<file path="src/sv/lzrle_pkg.sv">
// Shared types and constants for the LZ/RLE stream decompressor.
// Holds ring geometry, status and phase codes, and the queued operation record.
// Depends on nothing.
package lzrle_pkg;

	localparam int RING_AW    = 10;
	localparam int RING_DEPTH = 1 << RING_AW;

	typedef logic [RING_AW-1:0] ring_addr_t;

	typedef enum logic [1:0] {
		ST_ACCEPTED   = 2'd0,
		ST_BYTE       = 2'd1,
		ST_NEED_INPUT = 2'd2,
		ST_BUSY       = 2'd3
	} status_t;

	typedef enum logic [5:0] {
		PH_CMD    = 6'b000001,
		PH_COPYLO = 6'b000010,
		PH_LIT    = 6'b000100,
		PH_REPVAL = 6'b001000,
		PH_ZCOUNT = 6'b010000,
		PH_RUN    = 6'b100000
	} phase_t;

	typedef enum logic [1:0] {
		KIND_COPY = 2'd0,
		KIND_FILL = 2'd1,
		KIND_LIT  = 2'd2
	} kind_t;

	localparam logic [0:0] ACT_FEED = 1'b0;
	localparam logic [0:0] ACT_PULL = 1'b1;

	localparam logic [7:0] CMD_LIT_BASE  = 8'h80;
	localparam logic [7:0] CMD_REP_BASE  = 8'hA0;
	localparam logic [7:0] CMD_ZERO_BASE = 8'hE0;
	localparam logic [7:0] CMD_ZERO_EXT  = 8'hFF;
	localparam logic [8:0] RUN_BIAS      = 9'd2;

	// One decided transaction on its way to the byte engine.
	typedef struct packed {
		status_t    status;
		logic       eoc;
		logic       from_ring;
		logic       ring_valid;
		ring_addr_t raddr;
		ring_addr_t waddr;
		logic [7:0] value;
	} op_t;

	typedef struct packed {
		logic valid;
		op_t  op;
	} op_push_t;

endpackage

</file>
<file path="src/sv/lzrle_fifo.sv">
// Short operation queue between the decoder front end and the byte engine.
// Depends on lzrle_pkg for the operation record.
module lzrle_fifo #(
	parameter int DEPTH = 4
) (
	input  logic                clk,
	input  logic                arst_n,
	input  lzrle_pkg::op_push_t push,
	output logic                full,
	output logic                deq_valid,
	output lzrle_pkg::op_t      deq_op,
	input  logic                deq_ready
);

	localparam int IW = $clog2(DEPTH);
	localparam int CW = $clog2(DEPTH + 1);

	lzrle_pkg::op_t mem_q [DEPTH];
	logic [IW-1:0]  wr_ptr_q, rd_ptr_q;
	logic [CW-1:0]  count_q;
	logic           do_pop;

	assign full      = (count_q == CW'(DEPTH));
	assign deq_valid = (count_q != '0);
	assign deq_op    = mem_q[rd_ptr_q];
	assign do_pop    = deq_valid && deq_ready;

	always_ff @(posedge clk) begin
		if (push.valid) begin
			mem_q[wr_ptr_q] <= push.op;
		end
	end

	always_ff @(posedge clk or negedge arst_n) begin
		if (!arst_n) begin
			wr_ptr_q <= '0;
			rd_ptr_q <= '0;
			count_q  <= '0;
		end else begin
			if (push.valid) begin
				wr_ptr_q <= (wr_ptr_q == IW'(DEPTH - 1)) ? '0 : wr_ptr_q + 1'b1;
			end
			if (do_pop) begin
				rd_ptr_q <= (rd_ptr_q == IW'(DEPTH - 1)) ? '0 : rd_ptr_q + 1'b1;
			end
			if (push.valid && !do_pop) begin
				count_q <= count_q + 1'b1;
			end else if (!push.valid && do_pop) begin
				count_q <= count_q - 1'b1;
			end
		end
	end

endmodule

</file>
<file path="config.mk">
export PLATFORM = sky130hd
export DESIGN_NAME = lzrle_fifo
export DESIGN_NICKNAME = d
export VERILOG_FILES = /design/src/sv/lzrle_pkg.sv /design/src/sv/lzrle_fifo.sv
export SDC_FILE = /design/constraint.sdc
export NUM_CORES = 1
export LEC_CHECK = 0
export ABC_CLOCK_PERIOD_IN_PS = 2200
export BUFFER_PORTS_ARGS = -buffer_cell sky130_fd_sc_hd__buf_2
export CAP_MARGIN = 10
export CORE_MARGIN = 8
export CORE_UTILIZATION = 55
export DETAILED_ROUTE_END_ITERATION = 10
export MAX_ROUTING_LAYER = met4
export PLACE_DENSITY = 0.77
export SLEW_MARGIN = 5
export SYNTH_ARGS = -nofsm -noshare
export SYNTH_HDL_FRONTEND = slang
export SYNTH_SLANG_ARGS = --single-unit
</file>
<file path="constraint.sdc">
create_clock -name clk -period 2.2 [get_ports clk]
set_input_delay 0.11 -clock clk [delete_from_list [all_inputs] [get_ports clk]]
set_output_delay 0.11 -clock clk [all_outputs]
set_load 0.05 [all_outputs]
</file>
# After elaboration in Yosys (flattened, before gate mapping)
# Memories as Yosys holds them, arrays and structs flattened.
# Index checks and enable logic that the tools add are counted.
[totals]
ff_bits = 7
ramBits = 132
in_bits = 37
wordCells = 24
n_memories = 1
[op_classes]
addsub = 4
n_eq_ne = 3
mux = 6
reduce_logical = 7
[memory_table]
columns = ["name", "words", "word_bits", "read_ports", "rd_clocked_by_memory_dff", "wr", "line_no", "rtl"]
rows = [
  ["mem_q", 4, 33, 1, 0, 1, "lzrle_fifo.sv:18", "lzrle_pkg::op_t mem_q [DEPTH];"],
]
[ops]
columns = ["operator", "n"]
rows = [
  ["$mux W3", 2],
  ["$add A2 B1 Y2 const B", 2],
  ["$eq A2 B2 Y1 const B", 2],
  ["$mux W2", 2],
  ["$add A3 B1 Y3 const B", 1],
  ["$eq A3 B3 Y1 const B", 1],
  ["$logic_and A1 B1 Y1", 3],
  ["$reduce_bool A3 Y1", 1],
  ["$sub A3 B1 Y3 const B", 1],
  ["$logic_not A1 Y1", 2],
  ["$mux W1", 2],
  ["$reduce_bool A2 Y1", 1],
]

# Depth between registers and ports, before layout
[depth]
depth_word = 5
depth_mapped = 8

# Worst setup path before layout
# OpenSTA, ideal clock, no wires.
[synth_timing]
path_kind = "reg-to-reg"
start = "register count_q[0]"
end = "register count_q[2]"
setup_time_ns = 0.079
arrival_time_ns = 2.013
required_time_ns = 2.121
slack_ns = 0.108
stages_incl_launch_ff = 9
path_buffers = 0
synth_period_minus_slack_ns = 2.092
path_cell_list = "dfrtp_1 > or3_4 > nand2_2 > ha_1 > inv_1 > fa_1 > xor2_1 > nor2_1 > xor2_1"
[synth_via]
elab_chain_len = 5
elab_cells_between_ends = 10
classes_between = "add/sub (2); mux (2); reduce/logical (6)"
[synth_rtl]
columns = ["item", "line_no", "rtl"]
rows = [
  ["start, declared", "lzrle_fifo.sv:20", "logic [CW-1:0] count_q;"],
  ["start signal, assigned", "lzrle_fifo.sv:47", "count_q <= count_q + 1'b1;"],
  ["start signal, assigned", "lzrle_fifo.sv:49", "count_q <= count_q - 1'b1;"],
  ["$reduce_bool A3 Y1 *", "lzrle_fifo.sv:24", "assign deq_valid = (count_q != '0);"],
  ["named net deq_valid", "lzrle_fifo.sv:10", "output logic deq_valid,"],
  ["$logic_and A1 B1 Y1 *", "lzrle_fifo.sv:26", "assign do_pop = deq_valid && deq_ready;"],
  ["$logic_not A1 Y1", "lzrle_fifo.sv:46", "if (push.valid && !do_pop) begin"],
  ["$logic_and A1 B1 Y1", "lzrle_fifo.sv:46", ""],
  ["$mux W3 / $reduce_bool A2 Y1 (equally long branches)", "-", ""],
]
# Mark *: on every way through the listed nets, which the timed path passes. The rest lies on a longest branch. The select of a mux whose other input is x is not followed.
# A chain may end at the register's enable or synchronous reset.

==> metrics.cfg <==
[run_status]
status = finished, final reports clean

[synthesis]
synthAdderAreaFrac_pct = 1.82
synth-xor-area-share_pct = 0.502
synth_compound_area_share_pct = 0.191
synth_top_area_share_pct = 75.7
synthesis.area_mm2 = 0.00524
synth_cell_type_count = 20
yosys.area.top_type = edfxtp_1
synthCells = 210
syn_avg_cell_area_um2 = 24.9
muxShareOfSynthArea_pct = 15.2
synth_simple_gate_area_share_pct = 1.31
ys_ff_latch = 139
syn_nets = 254
seq_area_frac_synth_pct = 79.0
synth_top_family_by_area = multiplexers
yosysWarnings = 0
ys_top_cells_by_area = edfxtp_1, mux4_2, dfrtp_1, mux4_1, ha_1

[global_routing]
grt_pass1_wl_mm = 14.6
grt_max_degree = 34
track_usage_pct = 15.7
overflow = 0
grt_pass1_vias = 2792
antenna_found_initial = 0

[critical_path]
path_max_fanout = 19
path_class = reg2out
required_ns = 2.09
cp-end-kind = output port
start_kind = register
cp.arrival_ns = 2.01

[die]
die-area_mm2 = 0.0129
die_w_um = 114
ioPinCount = 72
die_h_um = 114
fp-row-count = 35
core-area_mm2 = 0.00924
initial_utilization_pct = 56.7

[finish]
area_growth_pct = 28.6
final_common_cell = edfxtp_1
antenna_cells = 0
fin_nets = 381
final_cells = 479
final_cell_mix = edfxtp_1, buf_2, dlygate4sd3_1, mux4_2, clkbuf_16
drive_gt1_share_pct = 42.3

[pwr]
power.density_mw_per_mm2 = 1470
p_leak_nw = 2.41
finalPower_w = 0.00989
irDropWorstVdd_mv = 0.914

[clock_network]
root_buffer = clkbuf_8
cts_tree = yes
tritoncts.num_buffers = 17
htree_levels = 4
cts_sinks = 139
clock_path_buffers = 2
clkTransAtPathRegs_ns = 0.06
worstSkewPairLatency_ns = 0.51
cts_post_setup_buffers_inserted = 0

[placement]
hpwlAfterDp_mm = 5.44
port_buffers = 71
place_inst = 410
dp_slack_ns = 0.0954
place_congestion = 0.677

[timing]
max_freq_ghz = 0.473
period_minus_slack_ns = 2.12
hold_violations = 0
setup_viol = 0
slew_headroom_pct = 69.7
finalWorstSetupSlack_ns = 0.0839
timing.setup.tns_ns = 0
worst_slew_pin_slew_ns = 0.455
fin_hold_ws_ns = 0.344
skew_ns = 0.00443
rsz0062_at_grt = false
drv_slew = 0
timing.final.crit_share_pct = 96.2

[drt]
vias_per_cell = 5.16
routedWlPerCell_um = 18.9
dr.first_iter.drc_count = 109
drt_wl_total_mm = 9.06
drc = 0
ant_nets = 0
drtPass1Iterations = 6
via_count = 2472

[flow_run]
drv_cap = 0

[min_path]
min_path_type = in2reg

## cell usage after synthesis
cell type / n
dfrtp_1: 7
ha_1: 6
mux4_2: 28
mux4_1: 5
edfxtp_1: 132
mux2_2: 3
o21ai_0: 2
and2_1: 4
nor3b_1: 1
or3_4: 1
nand2_2: 1
nor2_1: 3
buf_12: 3
inv_1: 3
xor2_1: 2
xnor2_1: 1
buf_6: 1
buf_2: 4
nand2_1: 2
fa_1: 1
## sequential cells by signal, summed over array words and instances, names as in the netlist
name / count
count_q: 3
mem_q: 132
rd_ptr_q: 2
wr_ptr_q: 2
## routing by layer
layer	GRT usage [%]	part of all wire (%)	vias to the layer above
met5	-	0	-
met4	6.39	1.2	0
met3	5.02	5.1	11
met2	24.2	51	66
met1	19.1	43	1256
li1	-	-	1139
## per-stage QoR
step           instance area (µm²)  utilization, %
3_5_place_dp                  5780            62.6
6_report                      6740            72.9
5_1_grt                       6740            72.9
4_1_cts                       6730            72.9
2_1_floorplan                 5240               -
3_3_place_gp                  5780            62.6
## kinds of logic after synthesis
family / after synthesis
fa+ha+maj: 7
mux: 36
flops: 139
buf+inv: 11
simple gates: 12
xor+xnor: 3
compound gates: 2
## cell type report
cell class              count  area [µm²]
flip-flops and latches    139        4140
fillers                   541        2500
multi-input cells          60        1000
repair buffers            116         843
clock buffers              17         414
clock inverters            15         164
well taps                 129         161
inverters                   3        11.3
## path summary, 6_finish.rpt
check / start / endpoint / slack, ns / cells past startpoint
worst max-delay path: rd_ptr_q[0] / deq_op[15] / 0.08 / 3
worst min-delay path: push[3] / mem_q[0][3] / 0.34 / 2
worst max register to register: count_q[0] / count_q[2] / 0.11 / 8
worst min register to register: count_q[2] / count_q[2] / 0.50 / 1
max in group asynchronous: arst_n / rd_ptr_q[0] / 1.40 / 3
min in group asynchronous: arst_n / wr_ptr_q[1] / 0.54 / 3
## worst max-delay path: stages (launching register included)
cell and delay [ns]:
dfrtp_2 0.37, buf_6 0.27, mux4_1 0.60, buf_2 0.23
## where the power goes
group / total (W) / switching, W / internal (W) / leakage (nW)
Combinational: 0.00356 / 0.00237 / 0.00119 / 0.842
Sequential: 0.00361 / 0.000202 / 0.00341 / 1.29
Clock: 0.00272 / 0.00108 / 0.00163 / 0.277
## timing repair
item	CTS	global route
endpoints found under the hold margin	143	0
gates resized for setup	1	1
hold buffers	37	0
setup endpoints to repair	1	3
No activity file was read; power rests on OpenSTA's default activity.
