===== config.mk =====
export PLATFORM = sky130hd
export DESIGN_NAME = lzrle_front
export DESIGN_NICKNAME = d
export VERILOG_FILES = /design/src/sv/lzrle_pkg.sv /design/src/sv/lzrle_front.sv
export SDC_FILE = /design/constraint.sdc
export NUM_CORES = 1
export LEC_CHECK = 0
export BUFFER_PORTS_ARGS = -buffer_cell sky130_fd_sc_hd__buf_2
export CORE_MARGIN = 2
export CORE_UTILIZATION = 35
export CTS_BUF_LIST = sky130_fd_sc_hd__clkbuf_4 sky130_fd_sc_hd__clkbuf_8
export DETAILED_ROUTE_END_ITERATION = 16
export GPL_ROUTABILITY_DRIVEN = 0
export GPL_TIMING_DRIVEN = 1
export MAX_ROUTING_LAYER = met4
export SLEW_MARGIN = 15
export SYNTH_ARGS = -nofsm -noshare
export SYNTH_HDL_FRONTEND = slang
export SYNTH_SLANG_ARGS = --single-unit

===== constraint.sdc =====
create_clock -name clk -period 5.3 [get_ports clk]
set_input_delay 0.795 -clock clk [delete_from_list [all_inputs] [get_ports clk]]
set_output_delay 0.795 -clock clk [all_outputs]
set_load 0.02 [all_outputs]

===== src/sv/lzrle_pkg.sv =====
// Shared types and constants for the LZ/RLE stream decompressor.
// Holds ring geometry, status and phase codes, and the queued operation record.
// Depends on nothing.
package lzrle_pkg;

	localparam int RING_AW    = 10;
	localparam int RING_DEPTH = 1 << RING_AW;

	typedef logic [RING_AW-1:0] ring_addr_t;

	typedef enum logic [1:0] {
		ST_ACCEPTED   = 2'd0,
		ST_BYTE       = 2'd1,
		ST_NEED_INPUT = 2'd2,
		ST_BUSY       = 2'd3
	} status_t;

	typedef enum logic [5:0] {
		PH_CMD    = 6'b000001,
		PH_COPYLO = 6'b000010,
		PH_LIT    = 6'b000100,
		PH_REPVAL = 6'b001000,
		PH_ZCOUNT = 6'b010000,
		PH_RUN    = 6'b100000
	} phase_t;

	typedef enum logic [1:0] {
		KIND_COPY = 2'd0,
		KIND_FILL = 2'd1,
		KIND_LIT  = 2'd2
	} kind_t;

	localparam logic [0:0] ACT_FEED = 1'b0;
	localparam logic [0:0] ACT_PULL = 1'b1;

	localparam logic [7:0] CMD_LIT_BASE  = 8'h80;
	localparam logic [7:0] CMD_REP_BASE  = 8'hA0;
	localparam logic [7:0] CMD_ZERO_BASE = 8'hE0;
	localparam logic [7:0] CMD_ZERO_EXT  = 8'hFF;
	localparam logic [8:0] RUN_BIAS      = 9'd2;

	// One decided transaction on its way to the byte engine.
	typedef struct packed {
		status_t    status;
		logic       eoc;
		logic       from_ring;
		logic       ring_valid;
		ring_addr_t raddr;
		ring_addr_t waddr;
		logic [7:0] value;
	} op_t;

	typedef struct packed {
		logic valid;
		op_t  op;
	} op_push_t;

endpackage


===== src/sv/lzrle_front.sv =====
// Front end: accepts feed/pull transactions, runs the command decoder state,
// and emits one decided operation per transaction. Depends on lzrle_pkg.
module lzrle_front (
	input  logic                  clk,
	input  logic                  arst_n,
	input  logic                  in_valid,
	output logic                  in_ready,
	input  logic                  in_action,
	input  logic [7:0]            in_byte,
	input  logic                  queue_full,
	output lzrle_pkg::op_push_t   push
);

	lzrle_pkg::phase_t     phase_q, phase_n;
	lzrle_pkg::kind_t      kind_q, kind_n;
	logic [8:0]            run_q, run_n, run_dec;
	lzrle_pkg::ring_addr_t dist_q, dist_n;
	lzrle_pkg::ring_addr_t wp_q, wp_n;
	logic                  wrapped_q, wrapped_n;
	logic [7:0]            rep_q, rep_n;
	logic [4:0]            lit_q, lit_n;
	lzrle_pkg::op_t        op;
	logic                  accept;

	assign in_ready = !queue_full;
	assign accept   = in_valid && !queue_full;
	assign run_dec  = run_q - 9'd1;

	always_comb begin
		phase_n   = phase_q;
		kind_n    = kind_q;
		run_n     = run_q;
		dist_n    = dist_q;
		wp_n      = wp_q;
		wrapped_n = wrapped_q;
		rep_n     = rep_q;
		lit_n     = lit_q;

		op.status     = lzrle_pkg::ST_ACCEPTED;
		op.eoc        = 1'b0;
		op.from_ring  = 1'b0;
		op.ring_valid = 1'b0;
		op.raddr      = wp_q - dist_q;
		op.waddr      = wp_q;
		op.value      = 8'd0;

		if (in_action == lzrle_pkg::ACT_FEED) begin
			if (phase_q == lzrle_pkg::PH_RUN) begin
				op.status = lzrle_pkg::ST_BUSY;
			end else begin
				case (phase_q)
					lzrle_pkg::PH_COPYLO: begin
						dist_n  = {dist_q[1:0], in_byte};
						kind_n  = lzrle_pkg::KIND_COPY;
						phase_n = lzrle_pkg::PH_RUN;
					end
					lzrle_pkg::PH_LIT: begin
						lit_n   = lit_q - 5'd1;
						rep_n   = in_byte;
						kind_n  = lzrle_pkg::KIND_LIT;
						run_n   = 9'd1;
						phase_n = lzrle_pkg::PH_RUN;
					end
					lzrle_pkg::PH_REPVAL: begin
						rep_n   = in_byte;
						kind_n  = lzrle_pkg::KIND_FILL;
						phase_n = lzrle_pkg::PH_RUN;
					end
					lzrle_pkg::PH_ZCOUNT: begin
						rep_n   = 8'd0;
						kind_n  = lzrle_pkg::KIND_FILL;
						run_n   = {1'b0, in_byte} + lzrle_pkg::RUN_BIAS;
						phase_n = lzrle_pkg::PH_RUN;
					end
					default: begin
						// command byte; unused phase codes land here too
						if (in_byte < lzrle_pkg::CMD_LIT_BASE) begin
							dist_n  = {8'd0, in_byte[1:0]};
							run_n   = {4'd0, in_byte[6:2]} + lzrle_pkg::RUN_BIAS;
							phase_n = lzrle_pkg::PH_COPYLO;
						end else if (in_byte < lzrle_pkg::CMD_REP_BASE) begin
							lit_n   = in_byte[4:0];
							phase_n = (in_byte[4:0] != 5'd0) ? lzrle_pkg::PH_LIT
							                                 : lzrle_pkg::PH_CMD;
						end else if (in_byte < lzrle_pkg::CMD_ZERO_BASE) begin
							run_n   = {4'd0, in_byte[4:0]} + lzrle_pkg::RUN_BIAS;
							phase_n = lzrle_pkg::PH_REPVAL;
						end else if (in_byte != lzrle_pkg::CMD_ZERO_EXT) begin
							rep_n   = 8'd0;
							kind_n  = lzrle_pkg::KIND_FILL;
							run_n   = {4'd0, in_byte[4:0]} + lzrle_pkg::RUN_BIAS;
							phase_n = lzrle_pkg::PH_RUN;
						end else begin
							phase_n = lzrle_pkg::PH_ZCOUNT;
						end
					end
				endcase
			end
		end else if (phase_q != lzrle_pkg::PH_RUN || run_q == 9'd0) begin
			op.status = lzrle_pkg::ST_NEED_INPUT;
		end else begin
			op.status     = lzrle_pkg::ST_BYTE;
			op.from_ring  = (kind_q == lzrle_pkg::KIND_COPY);
			op.value      = (kind_q == lzrle_pkg::KIND_COPY) ? 8'd0 : rep_q;
			// entries below the write pointer, or all once wrapped, hold real data
			op.ring_valid = wrapped_q || (op.raddr < wp_q);
			wp_n          = wp_q + 1'b1;
			wrapped_n     = wrapped_q || (wp_q == '1);
			run_n         = run_dec;
			if (run_dec == 9'd0) begin
				if (kind_q == lzrle_pkg::KIND_LIT && lit_q != 5'd0) begin
					phase_n = lzrle_pkg::PH_LIT;
				end else begin
					phase_n = lzrle_pkg::PH_CMD;
					op.eoc  = 1'b1;
				end
			end
		end
	end

	always_ff @(posedge clk or negedge arst_n) begin
		if (!arst_n) begin
			phase_q   <= lzrle_pkg::PH_CMD;
			kind_q    <= lzrle_pkg::KIND_COPY;
			run_q     <= 9'd0;
			dist_q    <= '0;
			wp_q      <= '0;
			wrapped_q <= 1'b0;
			rep_q     <= 8'd0;
			lit_q     <= 5'd0;
		end else if (accept) begin
			phase_q   <= phase_n;
			kind_q    <= kind_n;
			run_q     <= run_n;
			dist_q    <= dist_n;
			wp_q      <= wp_n;
			wrapped_q <= wrapped_n;
			rep_q     <= rep_n;
			lit_q     <= lit_n;
		end
	end

	assign push.valid = accept;
	assign push.op    = op;

endmodule


; ---- After elaboration in Yosys (flattened, before gate mapping)
; Cells that the tools add are included.
; Widths: inputs -> output; s select.
[totals]
reg_bits = 51
rom_bits = 0
latch_bits = 0
ramBits = 0
out_inout_bits = 35
mem_count = 0
inputBits = 13
[op_classes]
n_eq_ne = 21
n_div = 0
n_shift = 0
n_addsub = 7
multipliers = 0
magnitude_cmp = 4
bitwise_logic = 6
reduce_logical = 29
muxes = 44
[op_table]
columns = op, n
row1 = $mux 9, 7
row2 = $mux 8, 7
row3 = $mux 6, 9
row4 = $pmux 9 s3, 1
row5 = $lt 8x8->1 const B, 3
row6 = $pmux 8 s3, 1
row7 = $pmux 10 s2, 1
row8 = $logic_not 9->1, 2
row9 = $mux 2, 7
row10 = $add 5x2->6 const B, 2
row11 = $mux 3, 4
row12 = $ne 4x2->1 const B, 3
row13 = $reduce_and 6->1, 2
row14 = $add 10x1->10 const B, 1
row15 = $eq 10x10->1 const B, 1
row16 = $lt 10x10->1, 1
row17 = $mux 10, 1
row18 = $mux 5, 2
row19 = $pmux 5 s2, 1
row20 = $reduce_bool 5->1, 2
row21 = $sub 10x10->10, 1
row22 = $add 8x2->9 const B, 1
row23 = $ne 3x2->1 const B, 3
row24 = $sub 9x1->9 const B, 1
row25 = other kinds (31), 47

; ---- Longest topological paths before layout
[depth]
depth_word = 8
depth_mapped = 16
mapped_depth_nobuf = 16

; ---- Worst setup path before layout
; No wires, ideal clock.
[synth_timing]
path_type = register -> output
start = register wp_q[0]
end = output port push[28] (netlist name)
path_stages_with_launch = 17
t_arrival_ps = 3194
path_slack_ps = 1311
n_path_buf = 0
cell_sequence = dfrtp_1 > inv_1 > ha_1 > inv_1 > fa_1 > a21o_1 > a21oi_1 > nor2b_1 > o21a_1 > nor2_1 > xnor2_1 > ha_1 > o21ai_0 > a21oi_1 > o211ai_1 > a21oi_1 > nor2_1
[synth_lines]
columns = element, line
row1 = "start, declared", lzrle_front.sv:18  ; lzrle_pkg::ring_addr_t wp_q, wp_n;
row2 = "start signal, assigned", lzrle_front.sv:136  ; wp_q <= wp_n;
row3 = "end, declared", lzrle_front.sv:11  ; output lzrle_pkg::op_push_t push

==> results.sh <==
export IMPL_antenna_found_initial=0
export IMPL_dieWidth_um=109
export IMPL_first_iter_violations=232
export IMPL_yosysSeqAreaShare_pct=32.8
export IMPL_fp_row_count=38
export IMPL_reg2reg_to="run_q[5]"
export IMPL_synth_top_cell_area_share_pct=32.2
export IMPL_p_per_area_nw_per_um2=437
export IMPL_outcome="finished, final reports clean"
export IMPL_coreArea_um2=10800
export IMPL_drv_cap=0
export IMPL_cts_resized_gates=0
export IMPL_fin_cells=609
export IMPL_grt_max_degree=52
export IMPL_cts_root_buffer="clkbuf_8"
export IMPL_diodes=0
export IMPL_critPathRequiredTime_ps=4510
export IMPL_synth_area_leaders="dfrtp_1 (32%), ha_1 (8.4%), nand2_1 (4.9%)"
export IMPL_nFillCells=1103
export IMPL_layout_commonest_cell="nand2_1"
export IMPL_grt_pass1_wl_mm=15.5
export IMPL_crit_arrival_ps=3460
export IMPL_synth_edf_count=0
export IMPL_start_util_pct=35.9
export IMPL_crit_path_max_incr_delay_ps=460
export IMPL_utilization_pct=39.3
export IMPL_ctsHoldBuffers=0
export IMPL_cts_tree="done"
export IMPL_remaining_drc_errors=0
export IMPL_async_reset_ff_share_pct=100
export IMPL_syn_area_um2=3890
export IMPL_clock_sinks=51
export IMPL_setup_viol=0
export IMPL_avgSynthCellArea_um2=8.90
export IMPL_crit_top_cell="a21oi_1"
export IMPL_startpoint_type="register"
export IMPL_finalCritPeriodShare_pct=80.3
export IMPL_slew_viol_final=0
export IMPL_via_count=3181
export IMPL_crit_path_top_delay_cell="dfrtp_1"
export IMPL_dp_cells=601
export IMPL_fin_crit_ps=4260
export IMPL_hold_class="reg -> reg"
export IMPL_synth_nets=477
export IMPL_cts_setup_buffers=0
export IMPL_ys_types=73
export IMPL_end_kind="output pin"
export IMPL_hold_worst_slack_ps=484
export IMPL_h_tree_depth=2
export IMPL_synthesis_instances=437
export IMPL_wire_per_inst_um=15.1
export IMPL_r2r_worst_path_cells=8
export IMPL_yosysWarnings=0
export IMPL_numCtsBuffers=5
export IMPL_path_clk_slew_ps=110
export IMPL_overflow=0
export IMPL_maxSlewHeadroom_pct=47.3
export IMPL_clk_latency_ps=320
export IMPL_area_delta_synth_final_pct=9.36
export IMPL_crit_path_start="wp_q[0]"
export IMPL_rsz0062_at_grt="no"
export IMPL_reg2reg_slack_ps=2670
export IMPL_hold_viol=0
export IMPL_ys_ff_latch=51
export IMPL_synthFlopType="dfrtp_1"
export IMPL_vdd_drop_max_mv=0.371
export IMPL_tns_ps=0
export IMPL_layout_common_cells="nand2_1 (51), dfrtp_1 (50), buf_2 (47)"
export IMPL_fin_skew_ps=8.97
export IMPL_drive_gt1_share_pct=20.5
export IMPL_grtUsageTotal_pct=16.9
export IMPL_routed_via_density=5.22
export IMPL_critPathMaxFanout=5
export IMPL_die_h_um=109
export IMPL_crit_end="push[28]"
export IMPL_port_buffers=47
export IMPL_ant_nets=0
export IMPL_clk_path_buf_depth=2
export IMPL_cellLeakagePower_nw=1.95
export IMPL_worstSetupPathType="reg -> out"
export IMPL_io_pins=48
export IMPL_total_power_mw=1.86
export IMPL_dp_hpwl_mm=6.89
export IMPL_nets=508
export IMPL_crit_chain="inv_1, ha_1, inv_1, fa_1, a21o_1, a21oi_1, nor2b_1, o21a_1, nor2_1, xnor2_1, ha_1, o21ai_0, a21oi_1, o211ai_1, a21oi_1, nor2_1, buf_2"
export IMPL_max_freq_ghz=0.235
export IMPL_drt_first_pass_iters=5
export IMPL_r2r_start="run_q[0]"
export IMPL_die_area_um2=12000
export IMPL_routed_wl_mm=9.23
export IMPL_grt_pass1_vias=3089
export IMPL_synth_top_area_cell="dfrtp_1"
export IMPL_worstMarginPinSlew_ps=790
[synthesized netlist by cell type, types with 4 or more instances]
library cell and n:
nand2_1 51, dfrtp_1 50, nor2_1 36, inv_1 31
ha_1 26, o21ai_0 24, xnor2_1 21, a21oi_1 19
nor3_1 11, and2_1 10, xor2_1 9, a22o_1 8
buf_2 8, clkbuf_1 8, nand3_1 8, o21ai_1 7
a21o_1 6, a31oi_1 6, mux2_1 6, nand2b_1 5
a21oi_2 4, and3_1 4, nor3_2 4
[cell families (layout without fill, tap and decap cells)]
logic type,Yosys count,in the layout,synth area share (%)
AO/OA/AOI/OAI,103,103,17.9
buffers and inverters,55,87,6.62
multiplexers,13,13,3.99
adder cells (fa/ha/maj),27,27,8.87
XOR/XNOR,30,30,6.75
flip-flops,51,51,32.8
AND/OR/NAND/NOR,158,158,23.1
[critical path: cells and delay by family (launching register included)]
kind	cells	cell delay [ps]
AO/OA/AOI/OAI	7	1050
adder cells (fa/ha/maj)	3	820
flip-flops	1	460
buffers and inverters	3	370
AND/OR/NAND/NOR	3	280
XOR/XNOR	1	150
[metal layers]
metal	GRT usage (%)	wire length [um]
met5	-	0
met3	2.49	488
met2	27.2	4270
met4	3.16	74
met1	23.0	4390
[worst min-delay path by stage]
stage              start        end  slack (ps)  cells past startpoint
6_report        rep_q[1]   rep_q[1]         480                      2
5_1_grt        wrapped_q  wrapped_q         510                      1
4_1_cts         rep_q[1]   rep_q[1]         490                      2
3_5_place_dp    rep_q[1]   rep_q[1]         460                      2
3_3_place_gp    rep_q[0]   rep_q[0]         460                      2
2_1_floorplan  wrapped_q  wrapped_q         440                      1
[metrics by stage]
step	setup WS (ps)	area, um^2
6_report	1040	4260
5_1_grt	749	4260
4_1_cts	1020	4260
3_5_place_dp	1400	4170
3_3_place_gp	1510	4170
2_1_floorplan	1310	3890
[sequential cells by signal, summed over array words and instances, names as in the netlist]
signal,cells
run_q,9
lit_q,5
rep_q,8
wrapped_q,1
kind_q,2
phase_q,6
dist_q,10
wp_q,10
[area by class of cell]
cell class              instances  area, um^2  share of cell area (%)
multi-input cells             331        2360                    55.4
flip-flops and latches         51        1280                    30.0
repair buffers                 48         243                    5.70
well taps                     140         175                    4.12
inverters                      31         116                    2.73
clock buffers                   5        68.8                    1.62
clock inverters                 3        18.8                   0.441
[report_power, final]
group	switching [mW]	total, mW	internal [mW]	leakage [nW]
Sequential	0.124	0.607	0.483	0.651
Combinational	0.586	1.01	0.424	1.25
Clock	0.148	0.242	0.0936	0.0483
Note: power is estimated with default switching activity, not from simulation.
